**config.mk**
```make
export PLATFORM = sky130hd
export DESIGN_NAME = mdio_management_master_unit_flat
export DESIGN_NICKNAME = d
export VERILOG_FILES = /design/src/sv/mmm_pkg.sv /design/src/sv/mmm_if.sv /design/src/sv/mdio_management_master_unit.sv /design/src/flat_wrapper.sv
export SDC_FILE = /design/constraint.sdc
export NUM_CORES = 1
export LEC_CHECK = 0
export ABC_CLOCK_PERIOD_IN_PS = 10400
export BUFFER_PORTS_ARGS = -buffer_cell sky130_fd_sc_hd__buf_2
export CORE_UTILIZATION = 51
export DETAILED_ROUTE_END_ITERATION = 12
export PLACE_DENSITY = 0.72
export SLEW_MARGIN = 20
export SYNTH_ARGS = -nofsm -noshare
export SYNTH_HDL_FRONTEND = slang
export SYNTH_SLANG_ARGS = --single-unit
```
**constraint.sdc**
```tcl
create_clock -name i_clk -period 10.4 [get_ports i_clk]
set_clock_uncertainty 0.2 [all_clocks]
set_input_delay 1.56 -clock i_clk [delete_from_list [all_inputs] [get_ports i_clk]]
set_output_delay 1.56 -clock i_clk [all_outputs]
set_load 0.005 [all_outputs]
```
**src/sv/mmm_pkg.sv**
```systemverilog
// shared types and constants for the mdio management master
package mmm_pkg;

    localparam int PREAMBLE_BITS_DEF = 32;
    localparam int DIVIDER_WIDTH_DEF = 16;

    localparam int CFG_INDEX_WIDTH = 2;
    localparam int CFG_DATA_WIDTH  = 16;

    // configuration register indexes
    localparam logic [CFG_INDEX_WIDTH-1:0] CFG_CLOCK_DIVIDER = 2'd0;
    localparam logic [CFG_INDEX_WIDTH-1:0] CFG_ENABLE        = 2'd1;

    localparam logic [15:0] CLOCK_DIVIDER_RST = 16'd255;

    // input item modes
    localparam logic [1:0] MODE_TICK   = 2'd0;
    localparam logic [1:0] MODE_ACC_WR = 2'd1;
    localparam logic [1:0] MODE_ACC_RD = 2'd2;

    // clause 22 frame fields
    localparam logic [1:0] FRAME_START = 2'b01;
    localparam logic [1:0] OP_READ     = 2'b10;
    localparam logic [1:0] OP_WRITE    = 2'b01;
    localparam logic [1:0] TA_WRITE    = 2'b10;
    localparam logic [1:0] TA_READ     = 2'b00;

    typedef struct packed {
        logic [1:0]  mode;
        logic        go;
        logic        write_op;
        logic [4:0]  phy_addr;
        logic [4:0]  reg_addr;
        logic [15:0] write_data;
        logic        mdio_in;
    } t_in_item;

    typedef struct packed {
        logic        busy_res;
        logic        ack;
        logic [15:0] read_data;
        logic        mdc;
        logic        mdio_out;
        logic        mdio_drive;
    } t_out_item;

    typedef struct packed {
        logic [CFG_INDEX_WIDTH-1:0] index;
        logic [CFG_DATA_WIDTH-1:0]  value;
    } t_cfg_item;

endpackage

```
**src/sv/mmm_if.sv**
```systemverilog
// valid/ready channel interfaces for items, results and configuration writes
interface mmm_in_if import mmm_pkg::*; ();
    logic     valid;
    logic     ready;
    t_in_item data;

    modport source (output valid, output data, input ready);
    modport sink (input valid, input data, output ready);
endinterface

interface mmm_out_if import mmm_pkg::*; ();
    logic      valid;
    logic      ready;
    t_out_item data;

    modport source (output valid, output data, input ready);
    modport sink (input valid, input data, output ready);
endinterface

interface mmm_cfg_if import mmm_pkg::*; ();
    logic      valid;
    logic      ready;
    t_cfg_item data;

    modport source (output valid, output data, input ready);
    modport sink (input valid, input data, output ready);
endinterface

```
**src/sv/mdio_management_master_unit.sv**
```systemverilog
// mdio management master: clause 22 frame engine with one user-access register
//
// Channels: i_in carries one item per transaction (a clock tick, an access
// register write or an access register read); o_out returns exactly one
// result per item with busy, ack, read data and the mdc/mdio pin levels as
// they stand after that item. i_cfg writes clock_divider (index 0) and
// enable (index 1); it is always ready and takes effect on the next item.
// Output: an item's result is on o_out in the cycle after its transaction.
// Throughput: one item per cycle unless o_out stalls; the frame state and the
// result register are both loaded in the accepting cycle, so nothing iterates.
// Stall: o_out has a single output register; while it holds an untaken
// result, i_in stays ready only in the cycle the result is taken, so no
// result is lost or repeated.
// Reset (i_rst_n low, synchronous): no frame runs, mdc low, ack and read
// data zero, clock_divider 255, enable 0, output register empty.
module mdio_management_master_unit
    import mmm_pkg::*;
#(
    parameter int PREAMBLE_BITS = PREAMBLE_BITS_DEF,
    parameter int DIVIDER_WIDTH = DIVIDER_WIDTH_DEF
) (
    input  logic  i_clk,
    input  logic  i_rst_n,
    mmm_in_if.sink    i_in,
    mmm_cfg_if.sink   i_cfg,
    mmm_out_if.source o_out
);

    localparam int FRAME_BITS = PREAMBLE_BITS + 32;
    localparam int BPW        = $clog2(FRAME_BITS + 1);

    localparam logic [BPW-1:0] POS_FRAME = BPW'(FRAME_BITS);
    localparam logic [BPW-1:0] POS_PRE   = BPW'(PREAMBLE_BITS);
    localparam logic [BPW-1:0] POS_ACK   = BPW'(PREAMBLE_BITS + 15);
    localparam logic [BPW-1:0] POS_DATA  = BPW'(PREAMBLE_BITS + 16);

    // configuration
    logic [15:0]              r_divider;
    logic                     r_enable;

    // frame state
    logic [DIVIDER_WIDTH-1:0] r_tick, n_tick;
    logic                     r_mdc, n_mdc;
    logic [BPW-1:0]           r_bit_pos, n_bit_pos;
    logic [31:0]              r_shift, n_shift;
    logic                     r_running, n_running;
    logic                     r_is_write, n_is_write;
    logic                     r_ack, n_ack;
    logic [15:0]              r_rdata, n_rdata;

    // result register
    logic                     r_out_valid;
    t_out_item                r_out_data;
    t_out_item                n_out_data;

    logic                     in_accept;
    logic [BPW-1:0]           smp_idx;
    logic [BPW-1:0]           out_idx;
    logic [4:0]               out_k;

    assign i_in.ready  = !r_out_valid || o_out.ready;
    assign in_accept   = i_in.valid && i_in.ready;
    assign i_cfg.ready = 1'b1;
    assign o_out.valid = r_out_valid;
    assign o_out.data  = r_out_data;

    assign smp_idx = r_bit_pos - BPW'(1);

    always_comb begin
        n_tick     = r_tick;
        n_mdc      = r_mdc;
        n_bit_pos  = r_bit_pos;
        n_shift    = r_shift;
        n_running  = r_running;
        n_is_write = r_is_write;
        n_ack      = r_ack;
        n_rdata    = r_rdata;
        if (in_accept) begin
            case (i_in.data.mode)
                MODE_TICK: begin
                    if (r_enable) begin
                        if (r_tick >= r_divider[DIVIDER_WIDTH-1:0]) begin
                            n_tick = '0;
                            n_mdc  = !r_mdc;
                            if (!r_mdc) begin
                                // rising mdc: sample the bit launched last
                                if (r_running && r_bit_pos != '0 && !r_is_write) begin
                                    if (smp_idx == POS_ACK) begin
                                        n_ack = !i_in.data.mdio_in;
                                    end else if (smp_idx >= POS_DATA && smp_idx < POS_FRAME) begin
                                        n_rdata = {r_rdata[14:0], i_in.data.mdio_in};
                                    end
                                end
                            end else if (r_running) begin
                                // falling mdc: launch next bit or end the frame
                                if (r_bit_pos >= POS_FRAME) begin
                                    n_running = 1'b0;
                                    n_bit_pos = '0;
                                end else begin
                                    n_bit_pos = r_bit_pos + BPW'(1);
                                end
                            end
                        end else begin
                            n_tick = r_tick + DIVIDER_WIDTH'(1);
                        end
                    end
                end
                MODE_ACC_WR: begin
                    if (i_in.data.go && !r_running) begin
                        n_shift = {FRAME_START,
                                   i_in.data.write_op ? OP_WRITE : OP_READ,
                                   i_in.data.phy_addr, i_in.data.reg_addr,
                                   i_in.data.write_op ? TA_WRITE : TA_READ,
                                   i_in.data.write_op ? i_in.data.write_data : 16'h0000};
                        n_is_write = i_in.data.write_op;
                        n_running  = 1'b1;
                        n_bit_pos  = '0;
                        if (!i_in.data.write_op) begin
                            n_ack   = 1'b0;
                            n_rdata = '0;
                        end
                    end
                end
                default: begin
                end
            endcase
        end
    end

    // pin levels from the bit currently launched
    assign out_idx = n_bit_pos - BPW'(1);
    assign out_k   = 5'(out_idx - POS_PRE);

    always_comb begin
        n_out_data.busy_res   = n_running;
        n_out_data.ack        = n_ack;
        n_out_data.read_data  = n_rdata;
        n_out_data.mdc        = n_mdc;
        n_out_data.mdio_out   = 1'b1;
        n_out_data.mdio_drive = 1'b0;
        if (n_running && n_bit_pos != '0) begin
            if (out_idx < POS_PRE) begin
                n_out_data.mdio_drive = 1'b1;
            end else if (!n_is_write && out_k >= 5'd14) begin
                // turnaround and data of a read: the phy drives
                n_out_data.mdio_drive = 1'b0;
            end else begin
                n_out_data.mdio_drive = 1'b1;
                n_out_data.mdio_out   = n_shift[5'd31 - out_k];
            end
        end
    end

    always_ff @(posedge i_clk) begin
        if (!i_rst_n) begin
            r_divider   <= CLOCK_DIVIDER_RST;
            r_enable    <= 1'b0;
            r_tick      <= '0;
            r_mdc       <= 1'b0;
            r_bit_pos   <= '0;
            r_shift     <= '0;
            r_running   <= 1'b0;
            r_is_write  <= 1'b0;
            r_ack       <= 1'b0;
            r_rdata     <= '0;
            r_out_valid <= 1'b0;
        end else begin
            if (i_cfg.valid) begin
                if (i_cfg.data.index == CFG_CLOCK_DIVIDER) begin
                    r_divider <= i_cfg.data.value;
                end else if (i_cfg.data.index == CFG_ENABLE) begin
                    r_enable <= i_cfg.data.value[0];
                end
            end
            r_tick     <= n_tick;
            r_mdc      <= n_mdc;
            r_bit_pos  <= n_bit_pos;
            r_shift    <= n_shift;
            r_running  <= n_running;
            r_is_write <= n_is_write;
            r_ack      <= n_ack;
            r_rdata    <= n_rdata;
            if (in_accept) begin
                r_out_valid <= 1'b1;
            end else if (o_out.ready) begin
                r_out_valid <= 1'b0;
            end
        end
    end

    always_ff @(posedge i_clk) begin
        if (in_accept) begin
            r_out_data <= n_out_data;
        end
    end

`ifndef NO_ASSERTIONS
    a_idle_pos_zero: assert property (@(posedge i_clk) disable iff (!i_rst_n)
        !r_running |-> r_bit_pos == '0)
        else $error("bit position nonzero with no frame running");

    a_pos_in_range: assert property (@(posedge i_clk) disable iff (!i_rst_n)
        r_bit_pos <= POS_FRAME)
        else $error("bit position beyond frame length");

    a_release_high: assert property (@(posedge i_clk) disable iff (!i_rst_n)
        r_out_valid && !r_out_data.mdio_drive |-> r_out_data.mdio_out)
        else $error("mdio_out low while released");

    a_idle_no_drive: assert property (@(posedge i_clk) disable iff (!i_rst_n)
        r_out_valid && !r_out_data.busy_res |-> !r_out_data.mdio_drive)
        else $error("mdio driven with no frame running");

    a_write_keeps_read: assert property (@(posedge i_clk) disable iff (!i_rst_n)
        r_running && r_is_write |=> $stable(r_rdata) && $stable(r_ack))
        else $error("write frame changed read results");
`endif

endmodule
```
**src/flat_wrapper.sv**
```systemverilog
// flat-port wrapper written by rule: the top's interface ports become plain ports
module mdio_management_master_unit_flat import mmm_pkg::*;
#(
    parameter int PREAMBLE_BITS = PREAMBLE_BITS_DEF,
    parameter int DIVIDER_WIDTH = DIVIDER_WIDTH_DEF
)
  (i_clk, i_rst_n, i_in_valid, i_in_data, i_in_ready, i_cfg_valid, i_cfg_data, i_cfg_ready, o_out_valid, o_out_data, o_out_ready);
  mmm_in_if i_in_i ();
  mmm_cfg_if i_cfg_i ();
  mmm_out_if o_out_i ();
  input  logic i_clk;
  input  logic i_rst_n;
  input wire logic [$bits(i_in_i.valid)-1:0] i_in_valid;
  input wire logic [$bits(i_in_i.data)-1:0] i_in_data;
  output wire logic [$bits(i_in_i.ready)-1:0] i_in_ready;
  input wire logic [$bits(i_cfg_i.valid)-1:0] i_cfg_valid;
  input wire logic [$bits(i_cfg_i.data)-1:0] i_cfg_data;
  output wire logic [$bits(i_cfg_i.ready)-1:0] i_cfg_ready;
  output wire logic [$bits(o_out_i.valid)-1:0] o_out_valid;
  output wire logic [$bits(o_out_i.data)-1:0] o_out_data;
  input wire logic [$bits(o_out_i.ready)-1:0] o_out_ready;
  assign i_in_i.valid = i_in_valid;
  assign i_in_i.data = i_in_data;
  assign i_in_ready = i_in_i.ready;
  assign i_cfg_i.valid = i_cfg_valid;
  assign i_cfg_i.data = i_cfg_data;
  assign i_cfg_ready = i_cfg_i.ready;
  assign o_out_valid = o_out_i.valid;
  assign o_out_data = o_out_i.data;
  assign o_out_i.ready = o_out_ready;
  mdio_management_master_unit #(.PREAMBLE_BITS(PREAMBLE_BITS), .DIVIDER_WIDTH(DIVIDER_WIDTH)) u_core (.i_clk(i_clk), .i_rst_n(i_rst_n), .i_in(i_in_i), .i_cfg(i_cfg_i), .o_out(o_out_i));
endmodule
```
[After elaboration in Yosys (flattened, before gate mapping)]
Index checks and enable logic that the tools add are counted.
Cells by class
  add/subtract/negate cells: 6
  order comparisons: 7
  equality and inequality tests: 3
  mux-type cells: 55
  bitwise operators: 2
  reduce and logical (&&, ||, !) cells: 23
Operator list (number)
  16-bit 2-to-1 mux: 11
  32-bit 2-to-1 mux: 3
  7-bit 2-to-1 mux: 7
  16-bit case mux with 2 select lines: 1
  1-bit 2-to-1 mux: 27
  16-bit by 1-bit adder with 16-bit output (second input constant): 1
  16-bit >= comparator: 1
  7-bit case mux with 2 select lines: 1
  7-bit nonzero test: 2
  7-bit by 1-bit subtractor with 7-bit output (second input constant): 2
  7-bit by 1-bit adder with 7-bit output (second input constant): 1
  7-bit by 6-bit == test with 1-bit output (second input constant): 1
  7-bit by 6-bit >= comparator with 1-bit output (second input constant): 1
  7-bit >= comparator (second input constant): 1
  1-bit logical AND: 7
  7-bit by 6-bit less-than comparator with 1-bit output (second input constant): 1
  7-bit less-than comparator (second input constant): 1
  1-bit logical NOT: 6
  5-bit by 6-bit less-than comparator with 1-bit output (second input constant): 1
  3-bit AND reduction: 2
  1-bit binary-select mux with 5-bit select: 1
  5-bit by 4-bit >= comparator with 1-bit output (second input constant): 1
  5-bit by 1-bit subtractor with 5-bit output (second input constant): 1
  5-bit subtractor (first input constant): 1
  other kinds (9): 14
Storage, ports and cells
  register bits: 114
  input port bits: 54
  output and inout port bits: 24
  word-level logic and storage cells: 113

[Longest topological paths before layout]
Gate-level depths: netlist of the first run.
  depth in word-level cells: 14
  mapped depth: 18
  gate-level depth less buffers: 17

[Worst setup path before layout of the first run]
No wires, ideal clock.
  path kind: in2reg
  start: in o_out_ready
  end: reg u_core.r_out_data, in the netlist u_core.o_out.data[1] (data pin)
  library setup time: 0.273 ns
  arrival time: 4.843 ns
  data required time: 9.927 ns
  slack: 5.083 ns
  cell stages on the path: 14
  buffers on the path: 1
  cell sequence: nand2b_1 > and2_1 > nand3_1 > or4_4 > o21ai_4 > inv_2 > ha_1 > clkbuf_1 > inv_1 > nand2_1 > a21oi_1 > o21ai_0 > a32o_1 > nand4b_1
On the way
  cells in the longest elaborated chain, start to end: 8
  elaborated cells on any way between the ends: 19
  those cells by class: add/sub (3); order compare (2); mux (6); bitwise (1); reduce/logical (7)
Ends and longest elaborated chain
  start, declared: RTL line flat_wrapper.sv:21  | input wire logic [$bits(o_out_i.ready)-1:0] o_out_ready;
  1-bit logical OR (*): RTL line mdio_management_master_unit.sv:61  | assign i_in.ready = !r_out_valid || o_out.ready;
  1-bit logical AND (*): RTL line mdio_management_master_unit.sv:62  | assign in_accept = i_in.valid && i_in.ready;
  net u_core.in_accept: RTL line mdio_management_master_unit.sv:56  | logic in_accept;
  7-bit 2-to-1 mux: RTL line mdio_management_master_unit.sv:78  | if (in_accept) begin
  7-bit by 1-bit subtractor with 7-bit output: RTL line mdio_management_master_unit.sv:131  | assign out_idx = n_bit_pos - BPW'(1);
  5-bit by 1-bit subtractor with 5-bit output: RTL line mdio_management_master_unit.sv:132  | assign out_k = 5'(out_idx - POS_PRE);
  5-bit subtractor or 5-bit by 4-bit >= comparator with 1-bit output (tied branches): RTL line mdio_management_master_unit.sv:149, mdio_management_master_unit.sv:144
  1-bit binary-select mux with 5-bit select or 1-bit logical AND (tied branches): RTL line mdio_management_master_unit.sv:149, mdio_management_master_unit.sv:144
  1-bit 2-to-1 mux (not written as such) or 3-bit OR reduction (tied branches)
  end signal, assigned: RTL line mdio_management_master_unit.sv:193  | r_out_data <= n_out_data;
  end, declared: RTL line mdio_management_master_unit.sv:53  | t_out_item r_out_data;
The timed path passes the listed nets; every way through them passes the cells marked *. The select of a mux whose other input is x is not followed.
A chain may end at the register's enable or synchronous reset.

[Worst setup path after layout of the first run]
Ends and elaborated chain as after synthesis.

==> qor.yml, run 1 <==
outcome:
  run_status: "complete, no violations"
place:
  place_congestion: 0.892
  io_buffer_count: 76
  detailed_place.area_um2: 6200
  dp.cells: 810
  dp.final_hpwl_mm: 8.75
  pre_cts_ws_ps: 4790
detailed_routing:
  drt_pre_antenna_iters: 5
  route.vias.total: 4694
  finalWirelength_mm: 12.8
  final_antenna_violating_net_count: 0
  drcViolationCount: 0
  drt_first_iter_violations: 250
  drt-wirelength-per-cell_um: 15.1
  vias_per_cell: 5.57
clock_tree:
  clock_sinks: 114
  post_cts_resized: 0
  worst_skew_pair.late_latency_ps: 520
  htree_num_levels: 4
  max-clock-path-buffers: 2
  cts.reportedPaths.clkPinSlew_ps: 50
  number_of_hold_buffers_added_after_cts: 0
  clock_root_buffer_master: "clkbuf_8"
  tritoncts_buffers: 17
  post_cts.repair.setup_buffers: 0
  tritoncts: "built"
critical_path:
  arrival_ps: 5140
  critPathCaptureType: "flop"
  r2r_start: "u_core.r_divider[15]$_SDFFE_PN0P_"
  r2r_slack_ps: 5620
  worstReg2RegEnd: "u_core.o_out.data[1]$_SDFFCE_PP1P_"
  critical_path_class: "in2reg"
  timing.critical_path.from_type: "input port"
  path_max_fanout: 24
  required_ps: 10440
  reg2reg_depth: 17
timing:
  highest_achievable_clock_rate_ghz: 0.196
  maxSlewViolCount: 0
  totalNegativeSetupSlack_ps: 0
  unrepaired_setup_endpoints_after_global_routing: "no"
  fin_crit_sh: 0.490
  timing.final.setup_violations: 0
  hold_viol: 0
  final.min_clock_period_ps: 5090
  worst_slack_ps: 5310
  tightest_slew_ps: 658
  remaining_max_slew_budget_at_the_tightest_pin: 0.562
worst_hold_path:
  worst_hold_path.num_cells: 2
  min_from: "u_core.r_divider[8]$_SDFFE_PN0P_"
  holdPathEnd: "u_core.r_divider[8]$_SDFFE_PN0P_"
  hold_class: "reg2reg"
synthesis:
  async_reset_ff_frac: 0
  synth_ff_type: "dfxtp_1"
  synth_nets: 697
  count_of_warnings_emitted_by_yosys: 0
  synth_sequential_area_ratio: 0.434
  synth_area_per_cell_um2: 9.24
  synth_cell_type_count: 75
  synth.area.top_cells: "dfxtp_1, edfxtp_1, nand2_1, ha_1, a21oi_1"
  synth.top_cell.area_share: 0.324
  synth_edf_count: 21
  netlist_area_um2: 5750
  synth-seq-cells: 114
  synth.largest_area_cell: "dfxtp_1"
  syn-instance-count: 622
finish:
  layout.cells.non_filler: 842
  final_layout_size_suffix_gt1_frac: 0.194
  finalInstanceArea_um2: 6850
  layout.cells.most_common_list: "dfxtp_1, nand2_1, buf_2, a21oi_1, nor2_1"
  area_delta_synth_final_pct: 19.2
  fin_nets: 764
  final_common_cell: "dfxtp_1"
  antennaDiodeCount: 0
power:
  vdd.ir_drop.worst_uv: 103
  p_leak_uw: 0.00279
  power_per_cell_area_nw_per_um2: 168
grt:
  grt_util_all_layers: 0.233
  grt_start_max_net_pins: 80
  antenna_found_initial: 0
  wire_length_of_the_first_global_routing_pass_mm: 21.1
  grt_pass1_vias: 4369
  grt.overflow.total: 0
die:
  die_x_um: 108
  rows: 38
  floorplan.die_area_um2: 11700
  die_h_um: 108
  initial_utilization: 0.528
  floorplan.io_pins: 78
  core_area_um2: 10900
flow_run:
  drv_cap: 0
through the flow:
step	total power [uW]	hold slack [ps]	utilization
final	1150	265	0.629
after floorplan	498	235	-
after CTS	1160	269	0.629
after detailed placement	522	261	0.570
after global routing	1190	289	0.629
after global placement	521	252	0.570
registers in the layout, indices dropped and copies added (netlist names):
register,cells
u_core.o_out.valid,1
u_core.r_running,1
u_core.r_rdata,16
u_core.r_tick,16
u_core.o_out.data,21
u_core.r_divider,16
u_core.r_mdc,1
u_core.r_ack,1
u_core.r_is_write,1
u_core.r_shift,32
u_core.r_enable,1
u_core.r_bit_pos,7
worst max path at each step:
stage,cells past startpoint,endpoint,from
6_report,16,u_core.o_out.data[1]$_SDFFCE_PP1P_,o_out_ready
5_1_grt,16,u_core.o_out.data[1]$_SDFFCE_PP1P_,o_out_ready
4_1_cts,16,u_core.o_out.data[1]$_SDFFCE_PP1P_,o_out_ready
3_5_place_dp,16,u_core.o_out.data[1]$_SDFFCE_PP1P_,o_out_ready
3_3_place_gp,16,u_core.o_out.data[1]$_SDFFCE_PP1P_,o_out_ready
2_1_floorplan,14,u_core.o_out.data[1]$_SDFFCE_PP1P_,o_out_ready
per-layer routing:
layer  track usage  part of all wire  up-vias
met2         0.352              0.45      139
li1              -                 -     2344
met3        0.0536             0.056       16
met1         0.322              0.49     2195
met5             0                 0        -
met4        0.0881             0.012        0
synth_stat cells (all sizes together), types with 9 or more instances:
cell type  instances
dfxtp             93
nand2             76
a21oi             38
nor2              32
and2              29
inv               29
clkbuf            28
nor2b             24
a21boi            23
and3              22
edfxtp            21
ha                21
o21ai             20
a22o              17
nand3             14
xor2              11
o211ai            10
nor3               9
xnor2              9
final cells by class:
class	count	area, um2
clock inverter	11	208
timing repair buffer	81	418
multi-input combinational	446	3010
tap	140	175
sequential	114	2490
inverter	29	109
clock buffer	21	439
fill	951	4040
power breakdown:
| part | leakage, uW | switching [uW] | total [uW] | internal [uW] |
|---|---|---|---|---|
| clock | 0.000307 | 200 | 641 | 442 |
| combinational | 0.00153 | 29.0 | 50.9 | 21.9 |
| sequential | 0.000958 | 3.24 | 462 | 459 |
| total | 0.00279 | 232 | 1150 | 922 |
logic make-up after synthesis:
group,Yosys count,share of synthesized area
fa+ha+maj,21,0.0457
flops,114,0.434
mux,12,0.0281
xor+xnor,20,0.0318
other cells,1,0.000652
buf+inv,62,0.0446
compound gates,148,0.190
simple gates,244,0.226
critical path, cell delays in order:
cell and delay [ps]:
buf_2 70, nand2b_1 180, and2_1 150, buf_4 300, nand3_1 310, or4_4 610, o21ai_4 190, inv_2 130
ha_1 460, o21ai_0 140, nand2_1 60, or3_1 310, a21oi_1 190, a221oi_2 80, a32o_1 210, nand4b_1 160
(Power assumes the default switching activity.)
==> run 2, diff against run 1 <==
- ABC_CLOCK_PERIOD_IN_PS: 10400 -> 4250
- PLACE_DENSITY: 0.72 -> 0.75
- clock period: 10.4 -> 4.25 ns (I/O delays scaled with it)
==> run 2 against run 1 <==
Non-clock buffer count is 21 higher. Register-to-register slack lost 5500 ps. Utilization grew 1.5 points. Global-route usage rose by 0.52 points. Power increased by 120%. First-iteration DRC count shrank 32%.
==> qor.yml, run 2 (same netlist as run 1, synthesis figures left out) <==
timing:
  hold_viol: 0  # unchanged
  highest_achievable_clock_rate_ghz: 0.244
  final.min_clock_period_ps: 4090
  fin_crit_sh: 0.963
  worst_slack_ps: 159  # was 5310 ps
  tightest_slew_ps: 860  # was 658 ps
  timing.final.setup_violations: 0  # unchanged
  remaining_max_slew_budget_at_the_tightest_pin: 0.427  # was 0.562
  hold-worst-slack_ps: 137  # was 265 ps
  totalNegativeSetupSlack_ps: 0  # unchanged
  maxSlewViolCount: 0  # unchanged
place:
  place_congestion: 0.908  # was 0.892
  pre_cts_ws_ps: -30.8  # was 4790 ps
  io_buffer_count: 76  # unchanged
  dp.final_hpwl_mm: 9.14  # was 8.75 mm
  detailed_place.area_um2: 6320  # was 6200 um2
power:
  power.share.switching: 0.213  # was 0.201
  power.share.clock: 0.502  # was 0.556
  comb_power_share: 0.052  # was 0.044
  seqPwrFrac: 0.445  # was 0.400
  p_leak_uw: 0.00287  # was 0.00279 uW
  int_pwr_uw: 2000  # was 922 uW
  vdd.ir_drop.worst_uv: 218  # was 103 uV
  power_per_cell_area_nw_per_um2: 362  # was 168 nW/um2
  power_switching_uw: 542  # was 232 uW
die:
  floorplan.io_pins: 78  # unchanged
  floorplan.die_area_um2: 11700  # unchanged
  rows: 38  # unchanged
  die_h_um: 108  # unchanged
  initial_utilization: 0.528  # unchanged
  core_area_um2: 10900  # unchanged
  die_x_um: 108  # unchanged
clock_tree:
  cts.reportedPaths.clkPinSlew_ps: 60  # was 50 ps
  tritoncts: "built"  # unchanged
  clock_root_buffer_master: "clkbuf_8"  # unchanged
  worst_skew_pair.late_latency_ps: 520  # about the same
  number_of_hold_buffers_added_after_cts: 0  # unchanged
  clock_sinks: 114  # unchanged
  htree_num_levels: 4  # unchanged
  tritoncts_buffers: 17  # unchanged
  max-clock-path-buffers: 2  # unchanged
detailed_routing:
  drcViolationCount: 0  # unchanged
  drt-wirelength-per-cell_um: 15.1  # about the same
  drt_pre_antenna_iters: 4  # was 5
  final_antenna_violating_net_count: 0  # unchanged
  drt_first_iter_violations: 170  # was 250
  route.vias.total: 4796  # was 4694
  finalWirelength_mm: 13.0  # was 12.8 mm
  vias_per_cell: 5.56  # was 5.57
grt:
  grt.overflow.total: 0  # unchanged
  wire_length_of_the_first_global_routing_pass_mm: 21.5  # was 21.1 mm
  antenna_found_initial: 0  # unchanged
  grt_start_max_net_pins: 60  # was 80
  grt_util_all_layers: 0.238  # was 0.233
  grt_pass1_vias: 4554  # was 4369
finish:
  layout.cells.most_common_list: "dfxtp_1, nand2_1, buf_2, a21oi_1, nor2_1"  # unchanged
  antennaDiodeCount: 0  # unchanged
  area_delta_synth_final_pct: 22.0  # was 19.2%
  utilization: 0.644  # was 0.629
  n_fill_cell: 927  # was 951
  largest_reg_flops: 32  # unchanged
  register_area_um2: 2490  # about the same
  finalInstanceArea_um2: 7020  # was 6850 um2
  final_layout_size_suffix_gt1_frac: 0.235  # was 0.194
  multi_input_area_um2: 3120  # was 3010 um2
  fin_nets: 785  # was 764
  register_with_the_most_flip_flops: "u_core.r_shift"  # unchanged
  final_common_cell: "dfxtp_1"  # unchanged
critical_path:
  critical_path_class: "reg2reg"  # was in2reg
  critPathCaptureType: "flop"  # unchanged
  required_ps: 4300  # was 10440 ps
  arrival_ps: 4140  # was 5140 ps
  path_max_fanout: 5  # was 24
  timing.critical_path.from_type: "flop"  # was input port
flow_run:
  drv_cap: 0  # unchanged
outcome:
  run_status: "complete, no violations"  # unchanged
worst_hold_path:
  hold_class: "in2reg"  # was reg2reg
## run 2: changes by cell type in the layout (fill, tap and decap cells not counted), sizes merged
cell	before	now
bufinv	6	1
inv	29	28
clkbuf	21	26
clkinvlp	2	1
buf	81	102
clkinv	3	5
## run 2: path summary, 6_finish.rpt
| check | cells past startpoint | from | slack (ps) | end |
|---|---|---|---|---|
| worst min register to register | 2 | u_core.r_divider[9]$_SDFFE_PN0P_ | 260 | u_core.r_divider[9]$_SDFFE_PN0P_ |
| worst min-delay path | 3 | i_cfg_data[0] | 140 | u_core.r_divider[0]$_SDFFE_PN1P_ |
| worst max register to register | 18 | u_core.r_divider[14]$_SDFFE_PN0P_ | 160 | u_core.o_out.data[1]$_SDFFCE_PP1P_ |
| worst max-delay path | 18 | u_core.r_divider[14]$_SDFFE_PN0P_ | 160 | u_core.o_out.data[1]$_SDFFCE_PP1P_ |
## run 2: repair_timing
item | CTS | global route
cloned | 0 | 0
gates resized for setup | 1 | 19
setup endpoints to repair | 1 | 1
setup buffers | 2 | 4
pin swaps | 2 | 6
## run 2: metal layers
layer  GRT usage  up-vias  share of wire
met4      0.0949        0          0.019
met3      0.0615       24          0.048
met1       0.298     2260           0.46
li1            -     2383              -
met2       0.389      129           0.47
met5           0        -              0
## run 2: critical path, cell delays in order (launching register included)
cell and delay (ps):
dfxtp_1 330, inv_1 40, ha_1 290, nand4_1 170, a211o_1 300, o32a_2 340
buf_4 160, a21oi_2 150, nand2_1 140, nor3_2 230, a31oi_4 70, ha_4 270
o21ai_0 80, nand2_1 80, or3_4 330, a21oi_2 160, a221oi_2 70, a32o_1 220
nand4b_1 180
## run 2: area by class of cell
type | instances | share of cell area
Clock buffer | 26 | 0.0681
Timing Repair Buffer | 102 | 0.0826
Clock inverter | 6 | 0.00785
Inverter | 29 | 0.0164
Tap cell | 140 | 0.0250
Multi-Input combinational cell | 446 | 0.445
Sequential cell | 114 | 0.355
## run 2: power by group through the flow
stage	registers (uW)	logic (uW)	clock network, uW
floorplan	1150	66.6	0
global placement	1150	121	0
detailed placement	1150	125	0
CTS	1130	127	1300
global route	1130	149	1350
finish	1130	133	1280
## run 2: stage by stage
| stage | power [uW] | std cells |
|---|---|---|
| floorplan | 1220 | 622 |
| global placement | 1270 | 825 |
| detailed placement | 1280 | 825 |
| CTS | 2560 | 859 |
| global route | 2630 | 863 |
| finish | 2540 | 863 |
==> run 3, diff against run 2 <==
==> constraint.sdc (replaced) <==
create_clock -name i_clk -period 4.25 [get_ports i_clk]
set_clock_uncertainty 0.2 [all_clocks]
set_input_delay 0.425 -clock i_clk [delete_from_list [all_inputs] [get_ports i_clk]]
set_output_delay 0.425 -clock i_clk [all_outputs]
set_load 0.005 [all_outputs]
==> run 3 against run 2 <==
Global-route usage increased by 1.4 points. Register-to-register slack about the same. Hold slack worse by 84 ps. Sequential share of layout area is 1.6 points lower. Sequential power barely moved. Critical path type unchanged.
==> qor.yml, run 3 (same netlist as run 1, synthesis figures left out) <==
worst_hold_path:
  hold_class: "in2reg"  # unchanged
  min_from: "i_in_data[0]"  # was i_cfg_data[0]
  holdPathEnd: "u_core.o_out.data[3]$_DFFE_PP_"  # was u_core.r_divider[0]$_SDFFE_PN1P_
  worst_hold_path.num_cells: 2  # was 3
timing:
  highest_achievable_clock_rate_ghz: 0.244  # about the same
  tightest_slew_ps: 662  # was 860 ps
  maxSlewViolCount: 0  # unchanged
  hold-worst-slack_ps: 53.7  # was 137 ps
  final.min_clock_period_ps: 4090  # about the same
  hold_viol: 0  # unchanged
  remaining_max_slew_budget_at_the_tightest_pin: 0.559  # was 0.427
  timing.final.setup_violations: 0  # unchanged
  fin_crit_sh: 0.962  # was 0.963
critical_path:
  critPathSlowestCell: "or4_4"  # was o32a_2
  timing.critical_path.from_type: "flop"  # unchanged
  arrival_ps: 4150  # was 4140 ps
  required_ps: 4310  # was 4300 ps
  r2r_slack_ps: 160  # about the same
  crit_path_max_incr_delay_ps: 440  # was 340 ps
  crit_chain: "inv_1 > ha_1 > nand4_1 > a211o_1 > o32a_2 > and2_4 > or4_4 > o21ai_4 > inv_4 > ha_4 > o21ai_0 > nand2_1 > or3_1 > a21oi_2 > a221oi_2 > a32o_1 > nand4b_1"  # was inv_1 > ha_1 > nand4_1 > a211o_1 > o32a_2 > buf_4 > a21oi_2 > nand2_1 > nor3_2 > a31oi_4 > ha_4 > o21ai_0 > nand2_1 > or3_4 > a21oi_2 > a221oi_2 > a32o_1 > nand4b_1
  worstReg2RegEnd: "u_core.o_out.data[1]$_SDFFCE_PP1P_"  # unchanged
  path_max_fanout: 5  # unchanged
  r2r_start: "u_core.r_divider[14]$_SDFFE_PN0P_"  # unchanged
  critPathCaptureType: "flop"  # unchanged
  reg2reg_depth: 17  # was 18
  critical_path_class: "reg2reg"  # unchanged
power:
  power_switching_uw: 559  # was 542 uW
  power.share.clock: 0.511  # was 0.502
  p_leak_uw: 0.00300  # was 0.00287 uW
  power.share.switching: 0.213  # about the same
  seqPwrFrac: 0.432  # was 0.445
  totalPowerFinal_uw: 2620  # was 2540 uW
  vdd.ir_drop.worst_uv: 229  # was 218 uV
  comb_power_share: 0.057  # was 0.052
  int_pwr_uw: 2060  # was 2000 uW
  power_per_cell_area_nw_per_um2: 356  # was 362 nW/um2
detailed_routing:
  finalWirelength_mm: 13.8  # was 13.0 mm
  drt-wirelength-per-cell_um: 15.5  # was 15.1 um
  final_antenna_violating_net_count: 0  # unchanged
  route.vias.total: 5008  # was 4796
  drt_pre_antenna_iters: 5  # was 4
  drt_first_iter_violations: 269  # was 170
  vias_per_cell: 5.63  # was 5.56
  drcViolationCount: 0  # unchanged
die:
  floorplan.io_pins: 78  # unchanged
  die_x_um: 108  # unchanged
  core_area_um2: 10900  # unchanged
  initial_utilization: 0.528  # unchanged
  rows: 38  # unchanged
  floorplan.die_area_um2: 11700  # unchanged
  die_h_um: 108  # unchanged
clock_tree:
  max-clock-path-buffers: 2  # unchanged
  clock_root_buffer_master: "clkbuf_8"  # unchanged
  tritoncts_buffers: 17  # unchanged
  cts.reportedPaths.clkPinSlew_ps: 60  # about the same
  htree_num_levels: 4  # unchanged
  worst_skew_pair.late_latency_ps: 530  # was 520 ps
  tritoncts: "built"  # unchanged
  clock_sinks: 114  # unchanged
grt:
  grt_start_max_net_pins: 79  # was 60
  grt_pass1_vias: 4803  # was 4554
  grt_util_all_layers: 0.252  # was 0.238
  grt.overflow.total: 0  # unchanged
  antenna_found_initial: 0  # unchanged
  wire_length_of_the_first_global_routing_pass_mm: 22.6  # was 21.5 mm
finish:
  register_with_the_most_flip_flops: "u_core.r_shift"  # unchanged
  final_layout_size_suffix_gt1_frac: 0.234  # was 0.235
  final_common_cell: "dfxtp_1"  # unchanged
  antennaDiodeCount: 0  # unchanged
  layout.cells.non_filler: 889  # was 863
  fin_nets: 811  # was 785
  layout.cells.most_common_list: "dfxtp_1, buf_2, nand2_1, a21oi_1, nor2_1"  # was dfxtp_1, nand2_1, buf_2, a21oi_1, nor2_1
  area_delta_synth_final_pct: 27.7  # was 22.0%
  largest_reg_flops: 32  # unchanged
  finalInstanceArea_um2: 7340  # was 7020 um2
place:
  detailed_place.area_um2: 6320  # about the same
  io_buffer_count: 76  # unchanged
  dp.final_hpwl_mm: 9.00  # was 9.14 mm
  place_congestion: 0.922  # was 0.908
  dp.cells: 825  # unchanged
flow_run:
  drv_cap: 0  # unchanged
outcome:
  run_status: "complete, no violations"  # unchanged
run 3: cell count changes in the layout (fill, tap and decap cells not counted), moves of 2 or more:
cell / previous run / this run
xnor2_2: 1 / 3
xnor2_1: 8 / 6
clkbuf_1: 6 / 4
dlygate4sd3_1: 0 / 27
clkbuf_8: 4 / 7
run 3: final cells by class:
| type | count | area [um2] |
|---|---|---|
| clock inverter | 5 | 50.0 |
| sequential | 114 | 2490 |
| fill | 833 | 3550 |
| inverter | 29 | 115 |
| clock buffer | 27 | 512 |
| timing repair buffer | 128 | 838 |
| multi-input combinational | 446 | 3160 |
| tap | 140 | 175 |
run 3: power groups by stage:
stage          clock, uW  sequential (uW)  combinational [uW]
2_1_floorplan          0             1150                66.4
3_3_place_gp           0             1150                 121
3_5_place_dp           0             1150                 124
4_1_cts             1350             1130                 145
5_1_grt             1400             1130                 164
6_report            1340             1130                 148
run 3: timing repair:
item / 4_1_cts / 5_1_grt
resized for setup: 5 / 22
endpoints found under the setup margin: 1 / 2
setup buffers: 0 / 5
hold buffers: 27 / 0
endpoints found under the hold margin: 28 / 0
pin swaps: 1 / 9
run 3: worst max-delay path, delay by kind of cell, from the launching register on:
kind            cells  cell delay (ps)
simple gates        6             1350
compound gates      7             1270
fa+ha+maj           2              540
buf+inv             2              130
flops               1              320
run 3: worst max path at each step:
stage / from / endpoint / slack [ps] / cells past startpoint
final: u_core.r_divider[14]$_SDFFE_PN0P_ / u_core.o_out.data[1]$_SDFFCE_PP1P_ / 160 / 17
after global routing: u_core.r_divider[13]$_SDFFE_PN0P_ / u_core.o_out.data[1]$_SDFFCE_PP1P_ / -20 / 18
after CTS: u_core.r_divider[14]$_SDFFE_PN0P_ / u_core.o_out.data[1]$_SDFFCE_PP1P_ / 8 / 16
after detailed placement: u_core.r_divider[15]$_SDFFE_PN0P_ / u_core.o_out.data[1]$_SDFFCE_PP1P_ / -2 / 17
after global placement: u_core.r_divider[15]$_SDFFE_PN0P_ / u_core.o_out.data[1]$_SDFFCE_PP1P_ / 100 / 17
after floorplan: u_core.r_divider[11]$_SDFFE_PN0P_ / u_core.o_out.data[1]$_SDFFCE_PP1P_ / 60 / 18
run 3: through the flow:
stage | setup slack, ps | TNS, ps | utilization
floorplan | 64.4 | 0 | -
global placement | 103 | 0 | 0.580
detailed placement | -2.45 | -2.45 | 0.580
CTS | 7.59 | 0 | 0.659
global route | -15.7 | -15.7 | 0.674
finish | 160 | 0 | 0.674
run 3: per-layer routing:
metal | up-vias | GRT usage | wire length (um)
met5 | - | 0 | 0
met4 | 0 | 0.109 | 368
met3 | 37 | 0.0723 | 712
met2 | 178 | 0.395 | 6430
met1 | 2355 | 0.322 | 6270
li1 | 2438 | - | -
